--- src/sv/mi3_pkg.sv ---
// Shared constants, types and index tables for the 3x3 matrix inverse core.
// No dependencies; imported by the front, queue, back end, top and testbench.
package mi3_pkg;

  localparam int unsigned QUEUE_DEPTH_DEF = 8;
  localparam int unsigned ELEM_W          = 16;
  localparam int unsigned PROD_W          = 32;
  localparam int unsigned COF_W           = 33;
  localparam int unsigned DET_W           = 49;
  localparam int unsigned NUM_W           = 57;
  localparam int unsigned Q_W             = 32;
  localparam int unsigned FRAC_SHIFT      = 24;
  localparam int unsigned DIV_STAGES      = Q_W;

  // Cofactor C[k] = A[M_I[k]] * A[M_J[k]] - A[N_I[k]] * A[N_J[k]], k = r*3+c,
  // element indexes are row*3+col; checkerboard signs are folded in.
  localparam int unsigned M_I [9] = '{4, 5, 3, 2, 0, 1, 1, 2, 0};
  localparam int unsigned M_J [9] = '{8, 6, 7, 7, 8, 6, 5, 3, 4};
  localparam int unsigned N_I [9] = '{5, 3, 4, 1, 2, 0, 2, 0, 1};
  localparam int unsigned N_J [9] = '{7, 8, 6, 8, 6, 7, 4, 5, 3};

  // One queue entry: nine cofactors and the determinant.
  typedef struct packed {
    logic [8:0][COF_W-1:0] cof;
    logic [DET_W-1:0]      det;
  } mi3_work_t;

  // One divider lane.
  typedef struct packed {
    logic [NUM_W-1:0] rem;
    logic [Q_W-1:0]   quo;
    logic             neg;
    logic             ovf;
  } mi3_lane_t;

  // One divider pipeline stage.
  typedef struct packed {
    mi3_lane_t [8:0]  lane;
    logic [DET_W-1:0] dabs;
    logic             sing;
  } mi3_stage_t;

  // Handshake between the queue and the back end.
  typedef struct packed {
    logic head_valid;
    logic pop;
  } mi3_qctl_t;

endpackage

--- src/sv/mi3_queue.sv ---
// Work queue between front and back end: register FIFO of cofactor sets.
// Depends on mi3_pkg.
module mi3_queue import mi3_pkg::*; #(
  parameter int unsigned QUEUE_DEPTH = QUEUE_DEPTH_DEF
) (
  input  logic      clk,
  input  logic      rst_n,
  input  logic      push,
  input  mi3_work_t push_data,
  output mi3_work_t head,
  input  mi3_qctl_t qctl_in,
  output mi3_qctl_t qctl_out
);

  localparam int unsigned AW    = $clog2(QUEUE_DEPTH);
  localparam int unsigned CNT_W = $clog2(QUEUE_DEPTH + 1);

  mi3_work_t        mem_r [QUEUE_DEPTH];
  logic [AW-1:0]    wptr_r, rptr_r;
  logic [CNT_W-1:0] cnt_r;
  logic             pop;

  assign pop                 = qctl_in.pop;
  assign head                = mem_r[rptr_r];
  assign qctl_out.head_valid = (cnt_r != '0);
  assign qctl_out.pop        = pop;

  // Pointers wrap at the depth, which need not be a power of two
  always_ff @(posedge clk) begin
    if (!rst_n) begin
      wptr_r <= '0;
      rptr_r <= '0;
      cnt_r  <= '0;
    end else begin
      if (push) wptr_r <= (wptr_r == AW'(QUEUE_DEPTH - 1)) ? '0 : wptr_r + 1'b1;
      if (pop)  rptr_r <= (rptr_r == AW'(QUEUE_DEPTH - 1)) ? '0 : rptr_r + 1'b1;
      cnt_r <= cnt_r + CNT_W'(push) - CNT_W'(pop);
    end
  end

  always_ff @(posedge clk) begin
    if (push) mem_r[wptr_r] <= push_data;
  end

endmodule

--- config.mk ---
export PLATFORM = sky130hd
export DESIGN_NAME = mi3_queue
export DESIGN_NICKNAME = d
export VERILOG_FILES = /design/src/sv/mi3_pkg.sv /design/src/sv/mi3_queue.sv
export SDC_FILE = /design/constraint.sdc
export NUM_CORES = 2
export LEC_CHECK = 0
export BUFFER_PORTS_ARGS = -buffer_cell sky130_fd_sc_hd__buf_4
export CORE_ASPECT_RATIO = 0.6
export CORE_MARGIN = 2
export CORE_UTILIZATION = 56
export CTS_BUF_LIST = sky130_fd_sc_hd__clkbuf_4 sky130_fd_sc_hd__clkbuf_8
export CTS_CLUSTER_DIAMETER = 30
export DETAILED_ROUTE_END_ITERATION = 12
export GPL_ROUTABILITY_DRIVEN = 1
export PLACE_DENSITY = 0.78
export SKIP_CTS_REPAIR_TIMING = 1
export SYNTH_ARGS = -nofsm -noshare
export SYNTH_HDL_FRONTEND = slang
export SYNTH_SLANG_ARGS = --single-unit
--- constraint.sdc ---
create_clock -name clk -period 26.4 [get_ports clk]
set_input_delay 3.96 -clock clk [delete_from_list [all_inputs] [get_ports clk]]
set_output_delay 3.96 -clock clk [all_outputs]
set_load 0.01 [all_outputs]
==> metrics <==
status=finished, final reports clean; vias after detailed routing=about 47000; Overflow after GRT=0; fraction of layout cells with a size suffix above 1=42.76%; footprint of the multi-input gates=20480 µm²; ANT nets after route=0; vias in the first global route=48930; Die X=563.5 µm; clock sink total=2781; core footprint=187000 µm²; fin nets=5415; Post-Synth Adder-Cell Area=less than 1%; met1 Usage GRT=30.94%; GRT busiest layer=met2; CP Max Fanout=75; Setup TNS Final=0 ns; largest net degree at the start of global routing=130; Die ar.=191400 µm²; worst-skew pair later-pin latency=0.93 ns; Final Hold Violating Endpoints=0; Leakage=0.03876 µW; WHS=roughly 0.55 ns; CTS max path bufs=4; Achievable Freq=0.08982 GHz; sequential area share after synthesis=79.28%; routability congestion estimate=0.7426; Cell variety after synth=29; Setup Crit Path Kind=reg2out; Final Non-Filler Cells=7885; Net Count, Synth=4432; # H-tree levels=5; main combinational cell family by area after synthesis=multiplexers; drt via density=5.932; GRT Overall Usage=between 20% and 30%; grt met2 use=35.37%; Worst IR Drop VDD=a little over 0.06 mV; drt pass-1 iters=5; Syn Inst Count=slightly above 4000; CTS tree=yes; final WL=213300 µm; Ports=699; Period minus WS final=11.13 ns; simple-gate share of the synthesized area=0.1416%; initial drt markers=about 4700; Rel. slew slack=between 10% and 20%; Sequential Area=83390 µm²; Worst-path clk slew=0.06 ns; Worst Path Required=22.44 ns; #FFs+latches synth=roughly 2800; starting density of the core=56.24%; final setup fails=0; Compound-Gate Fraction of Synth Area=0.03569%; first-pass GRT wire length=approximately 320000 µm; # rows=123; CTS Buf Count=409; root buffer cell=clkbuf_8; area share of xor/xnor cells in the synthesized design=0.008328%; Worst Tran Pin Value=1.302 ns; synthesized area=105200 µm²; DRC viols=0; routed len/inst=27.05 µm; die height=roughly 340 µm; crit path DAT=7.17 ns; synth warn=0; met3 Track Usage GR=between 5 and 6%; placed cells=7143; Setup crit start kind=register; max-cap violation count=0; fin crit share=between 40% and 50%; Fin Clk Skew=0.07744 ns; Avg Cell Area, Syn=25.83 µm²; CP Capture Type=output pin; initial antenna violation count=39; post-detail-place hpwl=114500 µm; RSZ-0062 raised after global routing=false; Area growth syn-to-layout=15.07%; mux cell area share after synthesis=19.10%; Final Max Slew Viols=0; I/O Buffers=697; Worst Hold Class=reg2reg; Pwr per Cell Area=74.47 nW/µm²; fillers=11560
report_power, final:
group          leakage [µW]  total [µW]  internal [µW]  switching [µW]
Sequential           0.0253        4980           4950            23.2
Clock               0.00423        3400           1790            1600
Combinational       0.00928         641            315             327
Total                0.0388        9010           7060            1950
per-stage QoR:
step	utilization, %	total power (µW)	worst slack [ns]	cell area, µm²
finish	64.72	9013	15.27	121000
global route	64.71	9324	14.78	121000
CTS	64.69	9098	15.05	121000
detailed placement	60.40	5716	16.06	112900
global placement	60.40	5697	16.08	112900
floorplan	-	5454	6.925	105200
cells in the final DEF (no fill, tap or decap), types with 3 or more instances in the layout:
master and n:
bufinv_16 17, dfxtp_1 10, edfxtp_1 2768, diode_2 23
nand2_1 6, nor2b_1 3, dfxtp_4 3, clkinvlp_4 8
buf_4 755, ha_1 9, clkinv_1 90, inv_1 8
mux2i_1 3, inv_12 4, inv_6 8, nand2b_1 4
mux2_2 346, mux4_2 540, buf_12 12, clkbuf_4 108
inv_8 6, clkinv_2 54, mux4_1 152, clkinv_8 5
nor2_4 6, clkbuf_8 412, clkinv_4 5, and2_1 6
worst paths after layout:
kind / startpoint / endpoint / slack (ns) / depth (start not counted)
setup / recovery: register / head[18] / 15.27 / 8
hold / removal: rptr_r[2] / register / 0.55 / 2
setup reg to reg: wptr_r[0] / mem_r[0][66] / 22.04 / 5
hold reg to reg: rptr_r[2] / register / 0.55 / 2
synthesized netlist by cell type (all sizes together):
| cell | instances | share of area, % |
|---|---|---|
| edfxtp | 2768 | 79 |
| mux4 | 692 | 15 |
| mux2 | 346 | 3.7 |
| buf | 144 | 1.1 |
| clkbuf | 51 | 0.18 |
| dfxtp | 13 | 0.25 |
| ha | 9 | 0.11 |
| inv | 8 | 0.029 |
| and2 | 6 | 0.036 |
| nand2 | 6 | 0.021 |
| nor2 | 6 | 0.021 |
| nand2b | 4 | 0.024 |
| mux2i | 3 | 0.029 |
| nor2b | 3 | 0.018 |
| nor3 | 2 | 0.0095 |
| o22ai | 2 | 0.012 |
| a21o | 1 | 0.0071 |
| a21oi | 1 | 0.0048 |
| fa | 1 | 0.019 |
| nand3 | 1 | 0.0048 |
| nor3b | 1 | 0.0071 |
| o21a | 1 | 0.0071 |
| o21ai | 1 | 0.0048 |
| xor2 | 1 | 0.0083 |
cells by family (layout without fill, tap and decap cells):
logic type,after synthesis,after routing
buffers and inverters,203,1494
XOR/XNOR,1,1
AO/OA/AOI/OAI,6,6
other,0,23
AND/OR/NAND/NOR,29,29
adder cells (fa/ha/maj),10,10
flip-flops,2781,2781
multiplexers,1041,1041
worst max-delay path, stage by stage, from the launching register on:
cell and delay, ns:
dfxtp_4 0.93, buf_4 0.87, buf_4 0.88, buf_4 0.95, buf_4 0.74, buf_4 0.78
mux4_2 0.42, mux2_2 0.29, buf_4 0.17
area by class of cell:
class	count	area share (%)
Clock inverter	199	1.278
Sequential cell	2781	68.91
Timing Repair Buffer	767	4.882
Clock buffer	520	5.355
Inverter	8	0.02481
Tap cell	2500	2.585
Antenna cell	23	0.04756
Multi-Input combinational cell	1087	16.92
routing by layer:
| metal | routed length (µm) | vias up |
|---|---|---|
| met2 | 104600 | 1703 |
| met3 | 17650 | 352 |
| met4 | 4413 | 44 |
| li1 | - | 19780 |
| met5 | 276 | - |
| met1 | 86400 | 24890 |
flip-flops by register name, summed over array words and instances (netlist names), named ones only:
| name | count |
|---|---|
| wptr_r | 3 |
| mem_r | 2768 |
| cnt_r | 4 |
| rptr_r | 3 |
(Power assumes the default switching activity.)
